==> config.mk <==
export PLATFORM = sky130hd
export DESIGN_NAME = sob_mix
export DESIGN_NICKNAME = d
export VERILOG_FILES = /design/src/scaled_overlay_alpha_blender_macros.svh /design/src/sob_pkg.sv /design/src/sob_mix.sv
export SDC_FILE = /design/constraint.sdc
export NUM_CORES = 1
export LEC_CHECK = 0
export BUFFER_PORTS_ARGS = -buffer_cell sky130_fd_sc_hd__buf_2
export CORE_MARGIN = 10
export CORE_UTILIZATION = 64
export CTS_CLUSTER_DIAMETER = 60
export DETAILED_ROUTE_END_ITERATION = 12
export PLACE_DENSITY = 0.83
export REMOVE_ABC_BUFFERS = 1
export SYNTH_ARGS = -nofsm -noshare
export SYNTH_HDL_FRONTEND = slang
export SYNTH_SLANG_ARGS = --single-unit
==> constraint.sdc <==
create_clock -name aclk -period 9.69 [get_ports aclk]
set_clock_uncertainty 0.05 [all_clocks]
set_input_delay 1.938 -clock aclk [delete_from_list [all_inputs] [get_ports aclk]]
set_output_delay 1.938 -clock aclk [all_outputs]
set_load 0.01 [all_outputs]
==> src/scaled_overlay_alpha_blender_macros.svh <==
// ----------------------------------------------------------------------------
// scaled overlay alpha blender assertion macros
// shared assertion forms, clocked on aclk and held off during reset
// ----------------------------------------------------------------------------
`ifndef SCALED_OVERLAY_ALPHA_BLENDER_MACROS_SVH
`define SCALED_OVERLAY_ALPHA_BLENDER_MACROS_SVH

// same-cycle implication
`define SOB_ASSERT_NOW(lbl, ante, cons, msg) \
    lbl: assert property (@(posedge aclk) disable iff (!aresetn) (ante) |-> (cons)) \
        else $error(msg);

// next-cycle implication
`define SOB_ASSERT_NEXT(lbl, ante, cons, msg) \
    lbl: assert property (@(posedge aclk) disable iff (!aresetn) (ante) |=> (cons)) \
        else $error(msg);

`endif

==> src/sob_pkg.sv <==
// ----------------------------------------------------------------------------
// sob_pkg
// shared types, constants and helpers of the scaled overlay alpha blender
// ----------------------------------------------------------------------------
package sob_pkg;

    // default sizes
    localparam int unsigned OVERLAY_MAX_W_DEF   = 256;
    localparam int unsigned OVERLAY_MAX_H_DEF   = 256;
    localparam int unsigned FRAME_MAX_DIM_DEF   = 4096;
    localparam int unsigned SCALE_FRAC_BITS_DEF = 16;

    // field widths
    localparam int unsigned COORD_W = 12;
    localparam int unsigned CHAN_W  = 8;
    localparam int unsigned SIZE_W  = 9;
    localparam int unsigned DRAW_W  = 13;
    localparam int unsigned SCALE_W = 24;
    localparam int unsigned PROD_W  = COORD_W + SCALE_W;
    localparam int unsigned SUM_W   = 2 * CHAN_W;
    localparam int unsigned TEXEL_W = 4 * CHAN_W;
    localparam int unsigned CFG_IDX_W  = 3;
    localparam int unsigned CFG_DATA_W = SCALE_W;

    // register reset values
    localparam logic [SIZE_W-1:0]  OVERLAY_SIZE_RST  = SIZE_W'(1);
    localparam logic [DRAW_W-1:0]  DRAW_SIZE_RST     = DRAW_W'(1);
    localparam logic [COORD_W-1:0] OFFSET_RST        = '0;
    localparam logic [SCALE_W-1:0] INVERSE_SCALE_RST = SCALE_W'(65536);

    localparam logic [CHAN_W-1:0] OPAQUE_MAX = 8'd255;

    typedef enum logic {
        ACT_LOAD  = 1'b0,
        ACT_BLEND = 1'b1
    } action_t;

    typedef enum logic [CFG_IDX_W-1:0] {
        CFG_OVERLAY_WIDTH  = 3'd0,
        CFG_OVERLAY_HEIGHT = 3'd1,
        CFG_DRAW_WIDTH     = 3'd2,
        CFG_DRAW_HEIGHT    = 3'd3,
        CFG_OFFSET_X       = 3'd4,
        CFG_OFFSET_Y       = 3'd5,
        CFG_INVERSE_SCALE  = 3'd6
    } cfg_idx_t;

    // last usable texel index along one axis, size clamped to 1..max
    function automatic logic [COORD_W-1:0] last_index(logic [SIZE_W-1:0] size,
                                                      int unsigned max_size);
        logic [COORD_W-1:0] res;
        if (size == '0) begin
            res = '0;
        end else if (32'(size) > max_size) begin
            res = COORD_W'(max_size - 1);
        end else begin
            res = COORD_W'(size - SIZE_W'(1));
        end
        return res;
    endfunction

    // exact x / 255 for x below 65280
    function automatic logic [CHAN_W-1:0] div255(logic [SUM_W-1:0] x);
        logic [SUM_W:0] t;
        t = {1'b0, x} + (SUM_W+1)'(x >> CHAN_W) + (SUM_W+1)'(1);
        return t[SUM_W-1:CHAN_W];
    endfunction

endpackage

==> src/sob_mix.sv <==
// ----------------------------------------------------------------------------
// sob_mix
// one colour channel: weighted sum registered, then divided by 255
// ----------------------------------------------------------------------------
module sob_mix
    import sob_pkg::*;
(
    input  logic              aclk,
    input  logic              en,
    input  logic [CHAN_W-1:0] video,
    input  logic [CHAN_W-1:0] texel,
    input  logic [CHAN_W-1:0] alpha,
    output logic [CHAN_W-1:0] mixed
);

    logic [SUM_W-1:0] sum_reg;
    logic [SUM_W-1:0] sum_next;

    always_comb begin
        sum_next = SUM_W'(video) * SUM_W'(OPAQUE_MAX - alpha)
                 + SUM_W'(texel) * SUM_W'(alpha);
    end

    always_ff @(posedge aclk) begin
        if (en) begin
            sum_reg <= sum_next;
        end
    end

    assign mixed = div255(sum_reg);

endmodule

Word level (Yosys, flattened, before mapping)
Index checks and enable logic that the tools add are counted.
{ "word_totals": {"elab_cells": 7, "ff_bits": 16, "out_inout_bits": 8} }
{ "classes": {"n_addsub": 4, "multipliers": 2} }
{ "op_table": {"columns": ["op", "n"], "rows": [
  ["adder 16 x 1 -> 16 bit, second input constant", 1],
  ["adder 16 bit", 1],
  ["adder 16 x 8 -> 16 bit", 1],
  ["multiplier 8 x 8 -> 16 bit", 1],
  ["multiplier 9 x 9 -> 16 bit", 1],
  ["subtractor 8 x 8 -> 9 bit, first input constant", 1]
]} }

Longest topological paths before layout
Gate-level depths: netlist of the first run.
{ "logic_depth": {"ltp_word": 3, "mapped_depth": 21, "depth_no_buf": 19} }

Worst setup path before layout of the first run
OpenSTA, ideal clock, no wires.
{ "synth_path": {"path_type": "input port to flip-flop", "start": "input port alpha[3]", "end": "register sum_reg[13] (data pin)", "path_slack_ns": 2.666, "path_buffers": 1, "t_arrival_ns": 6.713, "stages": 17, "t_required_ns": 9.379, "path_cell_list": "buf_1 > nand2b_1 > fa_1 > inv_1 > fa_1 > inv_1 > fa_1 > fa_1 > fa_1 > fa_1 > inv_1 > ha_1 > a2111o_1 > a31o_1 > nor2b_4 > a31o_1 > o311a_1"} }
{ "synth_between": {"elab_chain_len": 3} }
{ "synth_rtl": {"columns": ["item", "line", "source"], "rows": [
  ["start: declaration", "sob_mix.sv:12", "input logic [CHAN_W-1:0] alpha,"],
  ["subtractor 8 x 8 -> 9 bit", "sob_mix.sv:20", "sum_next = SUM_W'(video) * SUM_W'(OPAQUE_MAX - alpha)"],
  ["multiplier 9 x 9 -> 16 bit", "sob_mix.sv:20", null],
  ["adder 16 bit *", "sob_mix.sv:21", "+ SUM_W'(texel) * SUM_W'(alpha);"],
  ["via sum_next[13]", "sob_mix.sv:17", "logic [SUM_W-1:0] sum_next;"],
  ["end signal: assignment", "sob_mix.sv:26", "sum_reg <= sum_next;"],
  ["end: declaration", "sob_mix.sv:16", "logic [SUM_W-1:0] sum_reg;"]
]} }
The timed path passes the listed nets; every way through them passes the cells marked *.
A chain may end at the register's enable or synchronous reset.

Worst setup path after layout of the first run
{ "layout_path": {"start": "input port alpha[2]", "end": "register sum_reg[13] (data pin)"} }
The elaborated chain is that of the path after synthesis.

==> results.py, run 1 <==
metrics = {
    "run_status": {
        "outcome": "complete, no violations",
    },
    "worst_hold_path": {
        "whs_endpoint": "sum_reg[14]$_DFFE_PP_",
        "hold_path.startpoint": "en",
        "hold_path.class": "input port to register",
        "worstHoldPathCells": 1,
    },
    "global_routing": {
        "antenna_found_initial": 0,
        "grt_max_degree": 17,
        "grt_pass1_vias": 4118,
        "grt_usage_pct": 17.4,
        "grt_pass1_wl_mm": 18.5,
        "grt-ovfl-total": 0,
    },
    "synth": {
        "yosysSeqAreaShare_pct": 8.96,
        "ys_ff_latch": 16,
        "synth_edf_count": 16,
        "synth_top_cell_area_share_pct": 35.5,
        "synthCells": 569,
        "ys.flop_type": "edfxtp_1",
        "syn_avg_cell_area_um2": 9.43,
        "synth.area.top_cells": "fa_1 (35%), ha_1 (17%), inv_1 (10%)",
        "async_flop_share_pct": 0,
        "yosys.area.top_type": "fa_1",
        "synth_cell_types": 43,
        "netlist_area_mm2": 0.00536,
        "synth_warnings": 0,
    },
    "cts": {
        "cts_tree": "done",
        "cts_setup_buffers": 0,
        "cts-root-buf": "clkbuf_8",
        "numCtsBuffers": 3,
        "postCtsHoldBufs": 0,
        "clk_pin_slew_ps": 60,
        "cts.sinks": 16,
        "cts_buffer_depth": 2,
        "cts_resized": 0,
        "ctsHtreeMaxLevel": 1,
    },
    "routing": {
        "drc_errors": 0,
        "dr.first_iter.drc_count": 175,
        "wl_mm": 10.5,
        "avgViaCountPerCell": 5.42,
        "routed-via-count": 3792,
        "wire_per_inst_um": 15.0,
        "drt.antenna.violating_nets": 0,
        "dr.pass1.iters": 4,
    },
    "timing": {
        "fmax_mhz": 142,
        "slew_violations": 0,
        "finalSetupViolCount": 0,
        "rsz0062_at_grt": "no",
        "tns_ps": 0,
        "timing.final.crit_share_pct": 72.9,
        "fin_crit_ps": 7060,
        "hold_viol": 0,
    },
    "worst_setup_path": {
        "critPathSlowestCell": "fa_1",
        "worstPathArrival_ps": 7010,
        "cp.buffers_inverters": 4,
        "critPathKind": "input port to register",
        "worstPathRequired_ps": 9640,
        "critPathLaunchType": "input port",
        "cpPeakStageDelay_ps": 580,
        "endpoint_kind": "register",
        "critPathMaxFanout": 16,
        "crit_chain": "buf_2, nand2b_1, fa_1, inv_1, fa_1, inv_1, fa_1, fa_1, fa_1, fa_1, inv_1, ha_1, a2111o_1, a31o_1, nor2b_4, a31o_1, o311a_1",
        "crit_family": "adder cells",
        "path_depth": 17,
        "cpMostUsedCell": "fa_1",
    },
    "finish": {
        "n_antenna_cell": 0,
        "register_area_um2": 480,
        "largest_register_ffs": 16,
        "multi_input_area_mm2": 0.00429,
        "utilization_pct": 69.1,
        "drive_gt1_share_pct": 6.73,
        "area_growth_pct": 5.30,
        "fin_nets": 791,
        "fillerInstances": 647,
    },
    "floorplan": {
        "ios": 34,
        "core_mm2": 0.00818,
        "dieArea_mm2": 0.0124,
        "die_h_um": 112,
        "rows": 33,
        "start_util_pct": 65.6,
        "die_w_um": 112,
    },
    "placement": {
        "gp_congestion": 0.878,
        "dp_hpwl_mm": 9.14,
        "io_buffers": 33,
    },
    "flow_run": {
        "cap_violations": 0,
    },
}
-- layout by cell type, fill, tap and decap left out, types with 11 or more instances in the layout --
cell type	synthesis	layout
ha_1	75	75
buf_2	1	33
edfxtp_1	16	16
fa_1	95	95
a21o_1	11	11
nand2_1	28	28
nand2b_1	35	35
xnor2_1	15	15
nor2b_1	29	29
and2_1	45	45
inv_1	144	144
-- cells in the mapped netlist (3+ instances only) --
cell      number
inv_1        144
fa_1          95
ha_1          75
and2_1        45
nand2b_1      35
nor2b_1       29
nand2_1       28
edfxtp_1      16
xnor2_1       15
a21o_1        11
clkbuf_1       8
nand3_1        6
nor2_1         6
xor2_1         6
o21ai_0        5
a21oi_1        4
a31o_1         3
and3_1         3
nor3_1         3
nor3b_1        3
o21ai_1        3
-- area by class of cell --
class	instances	share of cell area (%)
clock buffers	3	0.731
clock inverters	1	0.0665
inverters	144	9.57
multi-input cells	397	75.9
flip-flops and latches	16	8.51
well taps	105	2.33
repair buffers	33	2.92
-- kinds of logic (layout without fill, tap and decap cells) --
family                   count (synthesis)  after routing  synth area share [%]
flip-flops                              16             16                  8.96
multiplexers                             1              1                 0.210
AND/OR/NAND/NOR                        163            163                  17.5
other                                    1              1                0.0699
adder cells (fa/ha/maj)                170            170                  53.0
buffers and inverters                  156            181                  11.1
XOR/XNOR                                21             21                  3.43
AO/OA/AOI/OAI                           41             41                  5.71
-- worst max path at each step --
stage                         from               endpoint
after CTS                 alpha[2]  sum_reg[12]$_DFFE_PP_
after floorplan           alpha[2]  sum_reg[13]$_DFFE_PP_
after global routing      alpha[2]  sum_reg[12]$_DFFE_PP_
final                     alpha[2]  sum_reg[13]$_DFFE_PP_
after global placement    alpha[2]  sum_reg[13]$_DFFE_PP_
after detailed placement  alpha[2]  sum_reg[12]$_DFFE_PP_
-- per-layer routing --
layer	GRT usage, %	share of wire [%]	vias to the layer above
li1	-	-	1784
met1	20.9	39	1901
met2	32.2	55	88
met3	1.45	4.3	19
met4	5.23	2.1	0
met5	0	0	-
-- through the flow --
step	hold WS, ps	worst slack, ps	instance area [um^2]	instances
finish	2060	2630	5650	699
global route	2070	2410	5650	699
CTS	2070	2620	5650	699
detailed placement	2330	2360	5600	695
global placement	2310	2480	5600	695
floorplan	2000	2800	5310	557
Power of run 1 is left out: the tool's default activity adds up to more than one toggle a clock period on the data nets, which glitch-free logic cannot reach.
==> run 2: changes to the inputs <==
--- a/config.mk
+++ b/config.mk
@@ -5,6 +5,7 @@
 export SDC_FILE = /design/constraint.sdc
 export NUM_CORES = 1
 export LEC_CHECK = 0
+export ABC_AREA = 1
 export BUFFER_PORTS_ARGS = -buffer_cell sky130_fd_sc_hd__buf_2
 export CORE_MARGIN = 10
 export CORE_UTILIZATION = 64
==> constraint.sdc (replaced) <==
create_clock -name aclk -period 7 [get_ports aclk]
set_clock_uncertainty 0.05 [all_clocks]
set_input_delay 1.4 -clock aclk [delete_from_list [all_inputs] [get_ports aclk]]
set_output_delay 1.4 -clock aclk [all_outputs]
set_load 0.01 [all_outputs]
==> results.py, run 2 <==
metrics = {
    "run_status": {
        "outcome": "complete, no violations",
    },
    "routing": {
        "avgViaCountPerCell": 5.12,
        "wl_mm": 12.4,
        "routed-via-count": 4871,
        "wire_per_inst_um": 13.0,
        "drc_errors": 0,
        "dr.pass1.iters": 6,
        "drt.antenna.violating_nets": 0,
        "dr.first_iter.drc_count": 396,
    },
    "cts": {
        "clk_pin_slew_ps": 60,
        "postCtsHoldBufs": 0,
        "cts-root-buf": "clkbuf_8",
        "cts_buffer_depth": 2,
        "numCtsBuffers": 3,
        "ctsHtreeMaxLevel": 1,
        "cts_setup_buffers": 0,
        "cts_resized": 0,
        "cts_tree": "done",
        "cts.sinks": 16,
    },
    "synth": {
        "synthXorXnorAreaFrac_pct": 1.20,
        "synth_top_cell_area_share_pct": 32.5,
        "synth_simple_gate_area_share_pct": 22.7,
        "synth_top_family_by_area": "adder cells",
        "yosys-mux-area-fraction_pct": 0,
        "synth_warnings": 0,
        "async_flop_share_pct": 0,
        "synthAdderAreaFrac_pct": 48.5,
        "netlist_area_mm2": 0.00586,
        "synthCells": 825,
        "synth-compound-area-share_pct": 1.37,
        "yosys.area.top_type": "fa_1",
        "post-synth-top-count-cell": "inv_1",
        "yosysSeqAreaShare_pct": 8.20,
        "ys_ff_latch": 16,
        "ys.flop_type": "edfxtp_1",
        "synth_edf_count": 16,
        "syn_avg_cell_area_um2": 7.10,
        "synth_common_cells": "inv_1 (263), nand2_1 (238), fa_1 (95), ha_1 (75), nor2_1 (54)",
        "synth_cell_types": 21,
        "synth.area.top_cells": "fa_1 (32%), inv_1 (17%), ha_1 (16%)",
    },
    "finish": {
        "fillerInstances": 740,
        "multi_input_area_mm2": 0.00432,
        "final_cell_mix": "inv_1 (263), nand2_1 (238), fa_1 (95), ha_1 (75), nor2_1 (54)",
        "drive_gt1_share_pct": 4.74,
        "area_growth_pct": 4.74,
        "fin_nets": 1041,
        "largest_register_ffs": 16,
        "n_antenna_cell": 0,
        "final_common_cell": "inv_1",
        "register_area_um2": 480,
    },
    "worst_hold_path": {
        "hold_path.class": "input port to register",
        "hold_path.startpoint": "en",
        "whs_endpoint": "sum_reg[3]$_DFFE_PP_",
        "worstHoldPathCells": 1,
    },
    "timing": {
        "fin_crit_ps": 6020,
        "tns_ps": 0,
        "rsz0062_at_grt": "no",
        "fmax_mhz": 166,
        "whs_ps": 1540,
        "finalSetupViolCount": 0,
        "slew_violations": 0,
        "hold_viol": 0,
        "timing.final.crit_share_pct": 86.0,
        "timing.final.ws_setup_ps": 978,
    },
    "global_routing": {
        "grt_usage_pct": 20.5,
        "grt-ovfl-total": 0,
        "grt_pass1_wl_mm": 22.5,
        "gr-usage-met2_pct": 38.3,
        "grt_pass1_vias": 5295,
        "antenna_found_initial": 0,
        "use_met3_pct": 2.95,
        "top_usage_layer": "met2",
        "grt_max_degree": 17,
        "grt.met1_usage_pct": 23.7,
    },
    "placement": {
        "io_buffers": 33,
        "gp_congestion": 0.948,
        "dp_hpwl_mm": 10.9,
        "place_ws_ps": 733,
    },
    "worst_setup_path": {
        "critPathMaxFanout": 12,
        "critPathKind": "input port to register",
        "worstPathRequired_ps": 6950,
        "critPathLaunchType": "input port",
        "worstPathArrival_ps": 5970,
        "endpoint_kind": "register",
    },
    "floorplan": {
        "start_util_pct": 66.5,
        "ios": 34,
        "dieArea_mm2": 0.0134,
        "die_h_um": 116,
        "rows": 34,
        "die_w_um": 116,
        "core_mm2": 0.00881,
    },
    "flow_run": {
        "cap_violations": 0,
    },
}
## run 2: cell count changes in the layout (fill, tap and decap cells not counted), sizes merged, moves of 5 or more
| cell | previous run | this run |
|---|---|---|
| a21o | 11 | 0 |
| nand2 | 28 | 240 |
| and2 | 45 | 1 |
| nor2b | 30 | 0 |
| xnor2 | 15 | 4 |
| o21ai | 8 | 3 |
| a21oi | 4 | 10 |
| nand2b | 35 | 0 |
| nor2 | 6 | 54 |
| inv | 144 | 263 |
| nand3 | 6 | 29 |
## run 2: cells by family (layout without fill, tap and decap cells)
kind of cell,after synthesis,in the layout
AOI/OAI and AO/OA,15,15
DFF,16,16
and+or+nand+nor,334,334
buffers and inverters,281,300
xor gates and xnor gates,8,8
adders and majority gates,170,170
other,1,1
## run 2: stage by stage
stage          utilization [%]  instance area (um^2)  std cells
2_1_floorplan                -                  5790        807
3_3_place_gp              69.2                  6090        948
3_5_place_dp              69.2                  6090        948
4_1_cts                   69.7                  6140        952
5_1_grt                   69.7                  6140        952
6_report                  69.7                  6140        952
## run 2: how the worst max path moves through the flow
| stage | startpoint | depth (start not counted) | to | slack (ps) |
|---|---|---|---|---|
| 3_3_place_gp | alpha[2] | 20 | sum_reg[15]$_DFFE_PP_ | 840 |
| 6_report | alpha[2] | 20 | sum_reg[15]$_DFFE_PP_ | 980 |
| 3_5_place_dp | alpha[2] | 20 | sum_reg[15]$_DFFE_PP_ | 730 |
| 5_1_grt | alpha[2] | 20 | sum_reg[15]$_DFFE_PP_ | 680 |
| 4_1_cts | alpha[2] | 20 | sum_reg[15]$_DFFE_PP_ | 980 |
| 2_1_floorplan | alpha[2] | 19 | sum_reg[15]$_DFFE_PP_ | 1200 |
## run 2: layout make-up
type	instances	share of cell area, %
clock buffer	3	0.673
clock inverter	1	0.0612
inverter	263	16.1
multi-input combinational	528	70.5
sequential	16	7.83
tap	108	2.20
timing repair buffer	33	2.69
## run 2: worst max-delay path, stage by stage
cell and delay, ps:
buf_2 190, inv_1 180, nand2_1 100, fa_1 540, inv_1 60, fa_1 540, inv_1 60, fa_1 480
fa_1 560, fa_1 430, fa_1 490, inv_1 40, ha_1 340, nand2_1 80, inv_1 80, nand2_1 70
nor3_1 130, nand2_1 90, nand3_1 80, nand2_1 50
## run 2: layer usage
metal | vias to the layer above | share of wire (%)
met5 | - | 0
met3 | 30 | 6.8
met1 | 2281 | 40
met4 | 0 | 2.4
li1 | 2389 | -
met2 | 171 | 51
Power of run 2 is left out for the same reason.
